[config.mk]
export PLATFORM = sky130hd
export DESIGN_NAME = pressure_calibrate_and_average_core_flat
export DESIGN_NICKNAME = d
export VERILOG_FILES = /design/src/pca_pkg.sv /design/src/pca_in_if.sv /design/src/pca_out_if.sv /design/src/pca_ctrl.sv /design/src/pca_dp.sv /design/src/pressure_calibrate_and_average_core.sv /design/src/flat_wrapper.sv
export SDC_FILE = /design/constraint.sdc
export NUM_CORES = 1
export LEC_CHECK = 0
export BUFFER_PORTS_ARGS = -buffer_cell sky130_fd_sc_hd__buf_2
export CAP_MARGIN = 20
export CORE_ASPECT_RATIO = 1.75
export CORE_UTILIZATION = 64
export CTS_CLUSTER_SIZE = 12
export DETAILED_ROUTE_END_ITERATION = 16
export PLACE_DENSITY = 0.82
export SYNTH_ARGS = -nofsm -noshare
export SYNTH_HDL_FRONTEND = slang
export SYNTH_SLANG_ARGS = --single-unit
[constraint.sdc]
create_clock -name clk -period 9.35 [get_ports clk]
set_input_delay 1.4025 -clock clk [delete_from_list [all_inputs] [get_ports clk]]
set_output_delay 1.4025 -clock clk [all_outputs]
set_load 0.05 [all_outputs]
[src/pca_pkg.sv]
// ----------------------------------------------------------------------------
// pca_pkg
// Shared widths, register indexes, reset values and control types for the
// pressure calibration and averaging core.
// ----------------------------------------------------------------------------
package pca_pkg;

    localparam int SAMPLE_W   = 10;
    localparam int PRESS_W    = 7;
    localparam int CFG_DATA_W = 10;
    localparam int CFG_IDX_W  = 2;
    localparam int MEAS_W     = 16;

    // divisor magnitude, partial remainder and dividend/quotient widths
    localparam int DEN_W      = 10;
    localparam int REM_W      = DEN_W + 1;
    localparam int DIV_W      = 22;
    localparam int DIV_RADIX  = 2;
    localparam int DIV_STEPS  = DIV_W / DIV_RADIX;
    localparam int STEP_W     = $clog2(DIV_STEPS);

    localparam int WINDOW_LEN_DEF = 4;
    localparam int TENTHS         = 10;

    localparam logic [CFG_IDX_W-1:0] CFG_ZERO_OFFSET   = 2'd0;
    localparam logic [CFG_IDX_W-1:0] CFG_SPAN_OFFSET   = 2'd1;
    localparam logic [CFG_IDX_W-1:0] CFG_SPAN_PRESSURE = 2'd2;

    localparam logic [SAMPLE_W-1:0] ZERO_OFFSET_RST   = 10'd0;
    localparam logic [SAMPLE_W-1:0] SPAN_OFFSET_RST   = 10'd1023;
    localparam logic [PRESS_W-1:0]  SPAN_PRESSURE_RST = 7'd40;

    localparam logic signed [MEAS_W-1:0] MEAS_MAX = 16'sh7FFF;
    localparam logic signed [MEAS_W-1:0] MEAS_MIN = 16'sh8000;

    typedef enum logic [2:0] {
        ST_IDLE,
        ST_MUL,
        ST_DIV_CAL,
        ST_SAT,
        ST_RING,
        ST_MEAN_LOAD,
        ST_OUT
    } state_t;

    typedef struct packed {
        logic accept;
        logic mul;
        logic div_step;
        logic sat;
        logic ring_upd;
        logic mean_load;
        logic out_load;
    } cmd_t;

    typedef struct packed {
        logic out_busy;
    } status_t;

endpackage

[src/pca_in_if.sv]
// ----------------------------------------------------------------------------
// pca_in_if
// Request channel carrying one raw converter code.
// ----------------------------------------------------------------------------
interface pca_in_if
    import pca_pkg::*;
();
    logic                valid;
    logic                ready;
    logic [SAMPLE_W-1:0] adc_sample;

    modport source (output valid, output adc_sample, input ready);
    modport sink   (input valid, input adc_sample, output ready);
endinterface

[src/pca_out_if.sv]
// ----------------------------------------------------------------------------
// pca_out_if
// Result channel carrying calibrated and filtered pressure.
// ----------------------------------------------------------------------------
interface pca_out_if
    import pca_pkg::*;
();
    logic                     valid;
    logic                     ready;
    logic signed [MEAS_W-1:0] measured_pressure;
    logic signed [MEAS_W-1:0] filtered_pressure;
    logic [SAMPLE_W-1:0]      raw_echo;
    logic                     span_error;

    modport source (output valid, output measured_pressure, output filtered_pressure,
                    output raw_echo, output span_error, input ready);
    modport sink   (input valid, input measured_pressure, input filtered_pressure,
                    input raw_echo, input span_error, output ready);
endinterface

[src/pca_ctrl.sv]
// ----------------------------------------------------------------------------
// pca_ctrl
// Sequencer: multiply, calibration divide, saturate, ring update, mean,
// result hand-over.
// ----------------------------------------------------------------------------
module pca_ctrl
    import pca_pkg::*;
(
    input  logic    clk,
    input  logic    rst_n,
    input  logic    in_valid,
    output logic    in_ready,
    input  status_t status,
    output cmd_t    cmd
);

    state_t            state_reg, state_next;
    logic [STEP_W-1:0] step_reg, step_next;
    logic              last_step;

    assign last_step = (step_reg == STEP_W'(DIV_STEPS - 1));

    always_ff @(posedge clk or negedge rst_n)
    begin
        if (!rst_n)
        begin
            state_reg <= ST_IDLE;
            step_reg  <= '0;
        end
        else
        begin
            state_reg <= state_next;
            step_reg  <= step_next;
        end
    end

    // next state
    always_comb
    begin
        state_next = state_reg;
        step_next  = step_reg;
        unique case (state_reg)
            ST_IDLE:
            begin
                if (in_valid)
                begin
                    state_next = ST_MUL;
                end
            end
            ST_MUL:
            begin
                step_next  = '0;
                state_next = ST_DIV_CAL;
            end
            ST_DIV_CAL:
            begin
                step_next = step_reg + 1'b1;
                if (last_step)
                begin
                    state_next = ST_SAT;
                end
            end
            ST_SAT:       state_next = ST_RING;
            ST_RING:      state_next = ST_MEAN_LOAD;
            ST_MEAN_LOAD: state_next = ST_OUT;
            ST_OUT:
            begin
                // hold until the output register is free
                if (!status.out_busy)
                begin
                    state_next = ST_IDLE;
                end
            end
            default:      state_next = ST_IDLE;
        endcase
    end

    // outputs
    always_comb
    begin
        cmd      = '0;
        in_ready = 1'b0;
        unique case (state_reg)
            ST_IDLE:
            begin
                in_ready   = 1'b1;
                cmd.accept = in_valid;
            end
            ST_MUL:       cmd.mul       = 1'b1;
            ST_DIV_CAL:   cmd.div_step  = 1'b1;
            ST_SAT:       cmd.sat       = 1'b1;
            ST_RING:      cmd.ring_upd  = 1'b1;
            ST_MEAN_LOAD: cmd.mean_load = 1'b1;
            ST_OUT:       cmd.out_load  = !status.out_busy;
            default:      cmd           = '0;
        endcase
    end

endmodule

[src/pca_dp.sv]
// ----------------------------------------------------------------------------
// pca_dp
// Datapath: calibration registers, multiplier, radix-4 restoring divider,
// saturation, averaging ring with running sum, reciprocal mean, output
// register.
// ----------------------------------------------------------------------------
module pca_dp
    import pca_pkg::*;
#(
    parameter int WINDOW_LEN = WINDOW_LEN_DEF
)
(
    input  logic                     clk,
    input  logic                     rst_n,
    input  logic                     cfg_we,
    input  logic [CFG_IDX_W-1:0]     cfg_index,
    input  logic [CFG_DATA_W-1:0]    cfg_data,
    input  logic [SAMPLE_W-1:0]      adc_sample,
    input  cmd_t                     cmd,
    output status_t                  status,
    input  logic                     out_ready,
    output logic                     out_valid,
    output logic signed [MEAS_W-1:0] measured_pressure,
    output logic signed [MEAS_W-1:0] filtered_pressure,
    output logic [SAMPLE_W-1:0]      raw_echo,
    output logic                     span_error
);

    localparam int SLOT_W     = $clog2(WINDOW_LEN);
    localparam int SUM_W      = MEAS_W + $clog2(WINDOW_LEN);
    // reciprocal of WINDOW_LEN, rounded up; exact for every sum magnitude
    localparam int MEAN_SHIFT = SUM_W + $clog2(WINDOW_LEN);
    localparam int PROD_W     = SUM_W + MEAN_SHIFT;
    localparam logic [MEAN_SHIFT-1:0] MEAN_RECIP =
        MEAN_SHIFT'(((64'd1 << MEAN_SHIFT) + 64'(WINDOW_LEN) - 64'd1) / 64'(WINDOW_LEN));

    // configuration
    logic [SAMPLE_W-1:0] zero_reg;
    logic [SAMPLE_W-1:0] span_reg;
    logic [PRESS_W-1:0]  press_reg;

    // item working registers
    logic [SAMPLE_W-1:0]      sample_reg;
    logic                     err_reg;
    logic                     neg_reg;
    logic [DEN_W-1:0]         den_reg;
    logic [REM_W-1:0]         rem_reg;
    logic [DIV_W-1:0]         quo_reg;
    logic signed [MEAS_W-1:0] meas_reg;

    // averaging state
    logic signed [MEAS_W-1:0] ring_reg [WINDOW_LEN];
    logic [SLOT_W-1:0]        slot_reg;
    logic signed [SUM_W-1:0]  sum_reg;

    logic out_valid_reg;

    // multiply stage
    logic signed [SAMPLE_W:0]       diff;
    logic signed [SAMPLE_W:0]       den_s;
    logic [SAMPLE_W:0]              scale;
    logic signed [2*SAMPLE_W+2:0]   prod;
    logic [2*SAMPLE_W+2:0]          prod_mag;
    logic [SAMPLE_W:0]              den_mag;

    assign diff     = $signed({1'b0, sample_reg}) - $signed({1'b0, zero_reg});
    assign den_s    = $signed({1'b0, span_reg}) - $signed({1'b0, zero_reg});
    assign scale    = (SAMPLE_W+1)'(press_reg) * (SAMPLE_W+1)'(TENTHS);
    assign prod     = diff * $signed({1'b0, scale});
    assign prod_mag = prod[2*SAMPLE_W+2] ? (~prod + 1'b1) : prod;
    assign den_mag  = den_s[SAMPLE_W] ? (~den_s + 1'b1) : den_s;

    // two restoring steps per cycle
    logic [REM_W-1:0] rem_step;
    logic [DIV_W-1:0] quo_step;
    logic [REM_W-1:0] rem_shift;

    always_comb
    begin
        rem_step = rem_reg;
        quo_step = quo_reg;
        for (int k = 0; k < DIV_RADIX; k++)
        begin
            rem_shift = {rem_step[DEN_W-1:0], quo_step[DIV_W-1]};
            quo_step  = {quo_step[DIV_W-2:0], 1'b0};
            if (rem_shift >= {1'b0, den_reg})
            begin
                rem_step    = rem_shift - {1'b0, den_reg};
                quo_step[0] = 1'b1;
            end
            else
            begin
                rem_step = rem_shift;
            end
        end
    end

    // saturate the signed calibration quotient
    logic signed [MEAS_W-1:0] meas_sat;

    always_comb
    begin
        if (err_reg)
        begin
            meas_sat = '0;
        end
        else if (!neg_reg)
        begin
            meas_sat = (quo_reg > DIV_W'(32767)) ? MEAS_MAX : MEAS_W'(quo_reg);
        end
        else
        begin
            meas_sat = (quo_reg > DIV_W'(32768)) ? MEAS_MIN : MEAS_W'(~quo_reg + 1'b1);
        end
    end

    // running sum of the ring
    logic signed [MEAS_W-1:0] ring_old;
    logic signed [SUM_W-1:0]  sum_next;
    logic [SUM_W-1:0]         sum_mag;
    logic [PROD_W-1:0]        mean_prod;

    assign ring_old  = ring_reg[slot_reg];
    assign sum_next  = sum_reg - SUM_W'(ring_old) + SUM_W'(meas_reg);
    assign sum_mag   = sum_reg[SUM_W-1] ? (~sum_reg + 1'b1) : sum_reg;
    assign mean_prod = PROD_W'(sum_mag) * PROD_W'(MEAN_RECIP);

    always_ff @(posedge clk or negedge rst_n)
    begin
        if (!rst_n)
        begin
            zero_reg  <= ZERO_OFFSET_RST;
            span_reg  <= SPAN_OFFSET_RST;
            press_reg <= SPAN_PRESSURE_RST;
        end
        else if (cfg_we)
        begin
            unique case (cfg_index)
                CFG_ZERO_OFFSET:   zero_reg  <= cfg_data[SAMPLE_W-1:0];
                CFG_SPAN_OFFSET:   span_reg  <= cfg_data[SAMPLE_W-1:0];
                CFG_SPAN_PRESSURE: press_reg <= cfg_data[PRESS_W-1:0];
                default:           ;
            endcase
        end
    end

    always_ff @(posedge clk or negedge rst_n)
    begin
        if (!rst_n)
        begin
            for (int i = 0; i < WINDOW_LEN; i++)
            begin
                ring_reg[i] <= '0;
            end
            slot_reg <= '0;
            sum_reg  <= '0;
        end
        else if (cmd.ring_upd)
        begin
            ring_reg[slot_reg] <= meas_reg;
            sum_reg            <= sum_next;
            if (slot_reg == SLOT_W'(WINDOW_LEN - 1))
            begin
                slot_reg <= '0;
            end
            else
            begin
                slot_reg <= slot_reg + 1'b1;
            end
        end
    end

    always_ff @(posedge clk)
    begin
        if (cmd.accept)
        begin
            sample_reg <= adc_sample;
            err_reg    <= (span_reg == zero_reg);
        end
        if (cmd.mul)
        begin
            neg_reg <= diff[SAMPLE_W] ^ den_s[SAMPLE_W];
            quo_reg <= prod_mag[DIV_W-1:0];
            rem_reg <= '0;
            den_reg <= den_mag[DEN_W-1:0];
        end
        else if (cmd.mean_load)
        begin
            // magnitude of the mean; the sign is put back at the output
            neg_reg <= sum_reg[SUM_W-1];
            quo_reg <= DIV_W'(mean_prod[PROD_W-1:MEAN_SHIFT]);
        end
        else if (cmd.div_step)
        begin
            quo_reg <= quo_step;
            rem_reg <= rem_step;
        end
        if (cmd.sat)
        begin
            meas_reg <= meas_sat;
        end
    end

    // output register
    always_ff @(posedge clk or negedge rst_n)
    begin
        if (!rst_n)
        begin
            out_valid_reg <= 1'b0;
        end
        else if (cmd.out_load)
        begin
            out_valid_reg <= 1'b1;
        end
        else if (out_ready)
        begin
            out_valid_reg <= 1'b0;
        end
    end

    always_ff @(posedge clk)
    begin
        if (cmd.out_load)
        begin
            measured_pressure <= meas_reg;
            filtered_pressure <= neg_reg ? MEAS_W'(~quo_reg + 1'b1) : MEAS_W'(quo_reg);
            raw_echo          <= sample_reg;
            span_error        <= err_reg;
        end
    end

    assign out_valid       = out_valid_reg;
    assign status.out_busy = out_valid_reg && !out_ready;

endmodule

[src/pressure_calibrate_and_average_core.sv]
// ----------------------------------------------------------------------------
// pressure_calibrate_and_average_core
// Two-point pressure calibration with a moving-average filter.
// ----------------------------------------------------------------------------
// Usage:
//   sample_in  carries one raw converter code per request; result_out returns
//   the saturated calibrated pressure (tenths), the mean of the last
//   WINDOW_LEN calibrated values, the raw code and the span error flag.
//   Calibration registers are written through cfg_we/cfg_index/cfg_data
//   while no request is in flight.
// Timing:
//   A request is taken only in the idle state, so the next request waits until
//   the previous result has been loaded into the output register. The
//   divider retires two quotient bits a cycle over the 22-bit calibration
//   product, and the mean is formed by a reciprocal multiply.
// Reset:
//   rst_n clears the ring, the running sum and the write slot, and loads the
//   calibration registers with their defaults.
// Stall:
//   A finished result waits in the output register; sample_in accepts the
//   next request meanwhile, and that request is held in its final cycle
//   until the output register frees.
// ----------------------------------------------------------------------------
module pressure_calibrate_and_average_core
    import pca_pkg::*;
#(
    parameter int WINDOW_LEN = WINDOW_LEN_DEF
)
(
    input  logic                  clk,
    input  logic                  rst_n,
    input  logic                  cfg_we,
    input  logic [CFG_IDX_W-1:0]  cfg_index,
    input  logic [CFG_DATA_W-1:0] cfg_data,
    pca_in_if.sink                sample_in,
    pca_out_if.source             result_out
);

    cmd_t    cmd;
    status_t status;
    logic    in_ready;

    assign sample_in.ready = in_ready;

    pca_ctrl u_ctrl (
        .clk      (clk),
        .rst_n    (rst_n),
        .in_valid (sample_in.valid),
        .in_ready (in_ready),
        .status   (status),
        .cmd      (cmd)
    );

    pca_dp #(
        .WINDOW_LEN (WINDOW_LEN)
    ) u_dp (
        .clk               (clk),
        .rst_n             (rst_n),
        .cfg_we            (cfg_we),
        .cfg_index         (cfg_index),
        .cfg_data          (cfg_data),
        .adc_sample        (sample_in.adc_sample),
        .cmd               (cmd),
        .status            (status),
        .out_ready         (result_out.ready),
        .out_valid         (result_out.valid),
        .measured_pressure (result_out.measured_pressure),
        .filtered_pressure (result_out.filtered_pressure),
        .raw_echo          (result_out.raw_echo),
        .span_error        (result_out.span_error)
    );

endmodule

[src/flat_wrapper.sv]
// flat-port wrapper written by rule: the top's interface ports become plain ports
module pressure_calibrate_and_average_core_flat import pca_pkg::*;
#(
    parameter int WINDOW_LEN = WINDOW_LEN_DEF
)
  (clk, rst_n, cfg_we, cfg_index, cfg_data, sample_in_valid, sample_in_adc_sample, sample_in_ready, result_out_valid, result_out_measured_pressure, result_out_filtered_pressure, result_out_raw_echo, result_out_span_error, result_out_ready);
  pca_in_if sample_in_i ();
  pca_out_if result_out_i ();
  input  logic clk;
  input  logic rst_n;
  input  logic cfg_we;
  input  logic [CFG_IDX_W-1:0] cfg_index;
  input  logic [CFG_DATA_W-1:0] cfg_data;
  input wire logic [$bits(sample_in_i.valid)-1:0] sample_in_valid;
  input wire logic [$bits(sample_in_i.adc_sample)-1:0] sample_in_adc_sample;
  output wire logic [$bits(sample_in_i.ready)-1:0] sample_in_ready;
  output wire logic [$bits(result_out_i.valid)-1:0] result_out_valid;
  output wire logic [$bits(result_out_i.measured_pressure)-1:0] result_out_measured_pressure;
  output wire logic [$bits(result_out_i.filtered_pressure)-1:0] result_out_filtered_pressure;
  output wire logic [$bits(result_out_i.raw_echo)-1:0] result_out_raw_echo;
  output wire logic [$bits(result_out_i.span_error)-1:0] result_out_span_error;
  input wire logic [$bits(result_out_i.ready)-1:0] result_out_ready;
  assign sample_in_i.valid = sample_in_valid;
  assign sample_in_i.adc_sample = sample_in_adc_sample;
  assign sample_in_ready = sample_in_i.ready;
  assign result_out_valid = result_out_i.valid;
  assign result_out_measured_pressure = result_out_i.measured_pressure;
  assign result_out_filtered_pressure = result_out_i.filtered_pressure;
  assign result_out_raw_echo = result_out_i.raw_echo;
  assign result_out_span_error = result_out_i.span_error;
  assign result_out_i.ready = result_out_ready;
  pressure_calibrate_and_average_core #(.WINDOW_LEN(WINDOW_LEN)) u_core (.clk(clk), .rst_n(rst_n), .cfg_we(cfg_we), .cfg_index(cfg_index), .cfg_data(cfg_data), .sample_in(sample_in_i), .result_out(result_out_i));
endmodule
==> results of run 1 <==
==> critical path, delay by kind of cell, from the launching register on <==
family,cells,cell delay [ns]
AOI/OAI and AO/OA,13,3.12
adders and majority gates,7,3.22
buffers and inverters,4,0.35
DFF,1,0.36
and+or+nand+nor,5,1.28
==> cells in the final DEF, fill, tap and decap left out, types with 10 or more instances in the layout <==
| cell type | instances |
|---|---|
| xor2_1 | 31 |
| fa_1 | 127 |
| o21ai_0 | 112 |
| o31ai_1 | 12 |
| clkbuf_1 | 13 |
| mux4_2 | 16 |
| edfxtp_1 | 103 |
| dfrtp_1 | 107 |
| clkbuf_16 | 25 |
| dfxtp_1 | 10 |
| and2_1 | 37 |
| a31oi_1 | 14 |
| dfstp_2 | 12 |
| mux2_2 | 92 |
| nor2b_1 | 24 |
| nor3_1 | 20 |
| inv_1 | 296 |
| a21oi_1 | 77 |
| nand2b_1 | 14 |
| or3_1 | 18 |
| nand3_1 | 11 |
| and3_1 | 11 |
| buf_4 | 16 |
| a21o_1 | 23 |
| buf_2 | 70 |
| nand2_1 | 175 |
| xnor2_1 | 81 |
| ha_1 | 129 |
| nor2_1 | 67 |
==> synthesized netlist by cell type (8+ instances only) <==
library cell / instances
a211oi_1: 8
a21o_1: 23
a21oi_1: 77
a31oi_1: 14
and2_1: 37
and3_1: 11
clkbuf_1: 53
dfrtp_1: 107
dfstp_2: 12
dfxtp_1: 10
edfxtp_1: 103
fa_1: 127
ha_1: 129
inv_1: 296
mux2_2: 92
mux2i_1: 9
mux4_2: 16
nand2_1: 175
nand2b_1: 14
nand3_1: 11
nand3b_1: 9
nand4_1: 9
nor2_1: 67
nor2b_1: 25
nor3_1: 20
o21a_1: 8
o21ai_0: 112
o21bai_1: 8
o31ai_1: 12
or3_1: 18
xnor2_1: 81
xor2_1: 31
==> worst paths after layout <==
kind,to,slack (ns),cells after the start
max in group asynchronous,u_core.u_dp.ring_reg[27],7.06,2
worst max-delay path,u_core.u_dp.quo_reg[21],0.75,29
min in group asynchronous,u_core.u_dp.ring_reg[51],0.83,1
worst max register to register,u_core.u_dp.quo_reg[21],0.75,29
worst min-delay path,u_core.u_dp.raw_echo[0],0.45,0
worst min register to register,u_core.u_dp.raw_echo[0],0.45,0
==> metrics by stage <==
step	hold WS, ns	setup WS (ns)	cells	util
finish	0.4518	0.7467	2277	0.7064
global route	0.4701	0.07111	2277	0.7064
CTS	0.4531	0.7916	2277	0.7064
detailed placement	0.4431	0.8267	2233	0.6799
global placement	0.4331	1.049	2233	0.6799
floorplan	0.4264	1.292	1833	-
==> logic make-up after synthesis <==
logic type / count (synthesis) / share of synthesized area
muxes: 117 / 0.08067
buffers and inverters: 355 / 0.07246
and+or+nand+nor: 440 / 0.1190
xor gates and xnor gates: 112 / 0.05324
adders and majority gates: 256 / 0.2256
DFF: 232 / 0.3412
AOI/OAI and AO/OA: 321 / 0.1079
==> cell type report <==
| cell class | instances | area [sq um] | share of cell area |
|---|---|---|---|
| inverters | 296 | 1111 | 0.05582 |
| well taps | 373 | 466.7 | 0.02345 |
| clock inverters | 3 | 30.03 | 0.001509 |
| clock buffers | 41 | 715.7 | 0.03596 |
| repair buffers | 86 | 470.5 | 0.02364 |
| flip-flops and latches | 232 | 6286 | 0.3158 |
| multi-input cells | 1246 | 10820 | 0.5438 |
==> routing by layer <==
layer  wire, um  GRT usage
met1      14570     0.2929
met2      22760     0.5667
met3       1371    0.02973
met4       2538     0.1883
met5          0          0
==> impl_metrics.csv, run 1 <==
group,metric,value,unit
synthesis,postSynthAreaPerCell,10.05,sq um
global_routing,antenna_found_initial,0,
floorplan,initial_core_util,0.6540,
clock_network,post_cts_buffers,0,
worst_setup_path,crit_type,"flip-flop to flip-flop",
synthesis,synth_top_area_frac,0.1679,
clock_network,ctsHoldBuffers,0,
floorplan,die_x,130.3,um
worst_setup_path,cp-startpoint,"u_core.u_dp.zero_reg[1]",
synthesis,synthTopCellsByArea,"edfxtp_1 (17%), dfrtp_1 (15%), fa_1 (14%)",
clock_network,numCtsBuffers,24,
clock_network,clk_latency,0.55,ns
cells_and_area,layout-drive-gt1-share,0.1381,
worst_setup_path,cpMostUsedCell,"fa_1",
hold_path,hp-start,"u_core.u_dp.sample_reg[0]",
worst_setup_path,crit_path_start_kind,"flip-flop",
placement,place.gp.congestion,0.9232,
route,drc,0,
synthesis,synth_cell_types,68,
synthesis,synthArstFlopShare,0.5129,
sta,rsz0062_at_grt,"false",
clock_network,htree_levels,1,
synthesis,synth_ff_type,"dfrtp_1",
synthesis,syn-num-nets,2116,
sta,final.setup.tns,0,ns
clock_network,clock_sinks,232,
synthesis,synth_cells,1833,
clock_network,cts_resized,0,
cells_and_area,diodes,0,
sta,hold_viol,0,
route,drt_wl_total,41230,um
global_routing,grt_pass1_vias,14207,
synthesis,yosysSeqAreaShare,0.3412,
floorplan,die_y,226.5,um
placement,hpwl,32360,um
synthesis,synth_edf_count,103,
worst_setup_path,endpoint_kind,"flip-flop",
route,ant_nets,0,
sta,setup_viol_count_final,0,
cells_and_area,fin_area,19900,sq um
worst_setup_path,worstPathMaxFanout,8,
job,drv_cap,0,
global_routing,grt_start_max_net_pins,78,
cells_and_area,final.fill_count,2121,
route,first_pass_iters,5,
worst_setup_path,r2r-start,"u_core.u_dp.zero_reg[1]",
route,dr_total_vias,13372,
sta,fmax,0.1162,GHz
route,wire_per_inst,18.11,um
cells_and_area,syn2layout_area_growth,8.020,%
synthesis,ys_warn_count,0,
global_routing,track_usage,0.2948,
floorplan,die-area,29500,sq um
sta,tightest_slew,1.076,ns
cells_and_area,largest_reg_flops,64,
synthesis,ys_seq_elements,232,
sta,skew,0.02118,ns
hold_path,hold_class,"flip-flop to flip-flop",
floorplan,rows,81,
cells_and_area,final_nets,2169,
sta,period_share,0.9201,
outcome,outcome,"finished clean",
sta,max_slew_margin,0.2827,
clock_network,root_buffer,"clkbuf_16",
floorplan,io-pin-count,72,
placement,dpl_cell_area,19160,sq um
sta,maxSlewViolCount,0,
clock_network,cts_tree,"built",
worst_setup_path,required,9.64,ns
synthesis,synth_top_area_cell,"edfxtp_1",
worst_setup_path,slowest_delay,0.55,ns
global_routing,grt_overflow,0,
sta,period_minus_slack,8.603,ns
placement,io_buffers,71,
worst_setup_path,cpMaxStageDelayCell,"fa_1",
global_routing,grt_first_pass_wirelength,67520,um
route,vias_per_cell,5.873,
worst_setup_path,critPathArrivalTime,8.89,ns
clock_network,cts_max_path_buffers,3,
route,first_iter_violations,523,
floorplan,core-area,28170,sq um
clock_network,path_clk_slew,0.06,ns
synthesis,syn_area,18430,sq um
Power of run 1 is left out: the tool's default activity adds up to more than one toggle a clock period on the data nets, which glitch-free logic cannot reach.
==> inputs of run 2 (changes only) <==
Clock period 9.35 ns to 8.6 ns, I/O delays scaled along.
==> impl_metrics.csv, run 2 (synthesized netlist as in run 1, its figures left out) <==
group,metric,value,unit
outcome,outcome,"finished clean",
global_routing,grt_pass1_vias,14367,
floorplan,die_x,130.3,um
sta,skew,0.02166,ns
sta,setup_viol_count_final,0,
route,drc,0,
placement,io_buffers,71,
route,ant_nets,0,
cells_and_area,multi_input_area,10870,sq um
worst_setup_path,r2r_end,"u_core.u_dp.quo_reg[21]",
cells_and_area,seq_area,6286,sq um
sta,max_slew_margin,0.2760,
worst_setup_path,rrSetupSlack,0.34,ns
clock_network,cts_max_path_buffers,3,
placement,hpwl,32200,um
worst_setup_path,critPathArrivalTime,8.53,ns
clock_network,root_buffer,"clkbuf_16",
clock_network,htree_levels,1,
floorplan,initial_core_util,0.6540,
worst_setup_path,slowest_delay,0.59,ns
worst_setup_path,endpoint_kind,"flip-flop",
sta,maxSlewViolCount,0,
floorplan,io-pin-count,72,
cells_and_area,layout_common_cells,"inv_1 (296), nand2_1 (175), ha_1 (129)",
placement,place.gp.congestion,0.9406,
sta,hold_ws,0.4525,ns
worst_setup_path,worstPathMaxFanout,11,
clock_network,clk_latency,0.54,ns
route,wire_per_inst,18.17,um
sta,period_share,0.9600,
sta,fmax,0.1211,GHz
hold_path,hold_class,"flip-flop to flip-flop",
cells_and_area,diodes,0,
global_routing,grt_start_max_net_pins,63,
cells_and_area,fin_util,0.7105,
floorplan,die_y,226.5,um
worst_setup_path,r2r-start,"u_core.u_dp.sample_reg[0]",
floorplan,core-area,28170,sq um
worst_setup_path,crit_path_start_kind,"flip-flop",
sta,period_minus_slack,8.256,ns
hold_path,hp-start,"u_core.u_dp.sample_reg[0]",
global_routing,grt_first_pass_wirelength,68600,um
job,drv_cap,0,
hold_path,hold_end,"u_core.u_dp.raw_echo[0]",
cells_and_area,final.fill_count,2102,
worst_setup_path,cpMaxStageDelayCell,"fa_1",
sta,rsz0062_at_grt,"true",
route,vias_per_cell,5.909,
floorplan,rows,81,
global_routing,grt_overflow,0,
clock_network,clock_sinks,232,
sta,tightest_slew,1.086,ns
cells_and_area,largest_reg_flops,64,
floorplan,die-area,29500,sq um
route,first_pass_iters,8,
sta,final.setup.tns,0,ns
clock_network,path_clk_slew,0.06,ns
route,first_iter_violations,670,
route,dr_total_vias,13514,
cells_and_area,final_nets,2179,
worst_setup_path,required,8.88,ns
clock_network,numCtsBuffers,24,
route,drt_wl_total,41550,um
sta,hold_viol,0,
cells_and_area,syn2layout_area_growth,8.638,%
clock_network,cts_tree,"built",
worst_setup_path,crit_type,"flip-flop to flip-flop",
hold_path,whs_path_depth,0,
global_routing,track_usage,0.3000,
worst_setup_path,reg2reg_depth,31,
global_routing,antenna_found_initial,0,
cells_and_area,layout-drive-gt1-share,0.1484,
cells_and_area,mostFrequentLayoutCell,"inv_1",
run 2: cell types whose count changed in the layout (fill, tap and decap cells not counted), moves of 3 or more:
cell and change:
o21ai_1 +4, a21oi_2 +3, o21ai_0 -5, buf_4 +9, a21oi_1 -3
run 2: critical path: cells and delay by family, from the launching register on:
kind / cells / cell delay, ns
adder cells (fa/ha/maj): 8 / 3.53
buffers and inverters: 6 / 0.53
flip-flops: 1 / 0.38
AND/OR/NAND/NOR: 4 / 0.97
AO/OA/AOI/OAI: 13 / 2.58
run 2: how the worst max path moves through the flow:
| stage | start | to | cells past startpoint |
|---|---|---|---|
| global route | u_core.u_dp.sample_reg[0] | u_core.u_dp.quo_reg[21] | 32 |
| global placement | u_core.u_dp.zero_reg[1] | u_core.u_dp.quo_reg[21] | 29 |
| finish | u_core.u_dp.sample_reg[0] | u_core.u_dp.quo_reg[21] | 31 |
| CTS | u_core.u_dp.zero_reg[1] | u_core.u_dp.quo_reg[21] | 29 |
| floorplan | u_core.u_dp.sample_reg[0] | u_core.u_dp.quo_reg[21] | 31 |
| detailed placement | u_core.u_dp.zero_reg[1] | u_core.u_dp.quo_reg[21] | 29 |
run 2: per-stage QoR:
| stage | std cells | instance area [sq um] | worst slack [ns] |
|---|---|---|---|
| floorplan | 1833 | 18430 | 0.5420 |
| global placement | 2241 | 19220 | 0.4310 |
| detailed placement | 2241 | 19220 | 0.1669 |
| CTS | 2285 | 19940 | 0.1254 |
| global route | 2287 | 20020 | -0.1401 |
| finish | 2287 | 20020 | 0.3439 |
run 2: final cells by class:
class / count / area share
flip-flops and latches: 232 / 0.3140
well taps: 373 / 0.02332
inverters: 296 / 0.05551
clock buffers: 40 / 0.03450
repair buffers: 96 / 0.02763
multi-input cells: 1246 / 0.5433
clock inverters: 4 / 0.001750
run 2: what timing repair did:
action,in CTS,in global routing
hold buffers,0,0
resized for setup,0,16
setup endpoints to repair,0,20
buffers inserted,0,1
run 2: metal layers:
layer | part of all wire | vias up | track usage
li1 | - | 6299 | -
met1 | 0.35 | 6658 | 0.3079
met2 | 0.56 | 418 | 0.5844
met3 | 0.035 | 139 | 0.02950
met4 | 0.050 | 0 | 0.1530
met5 | 0 | - | 0
Power of run 2 is left out for the same reason.
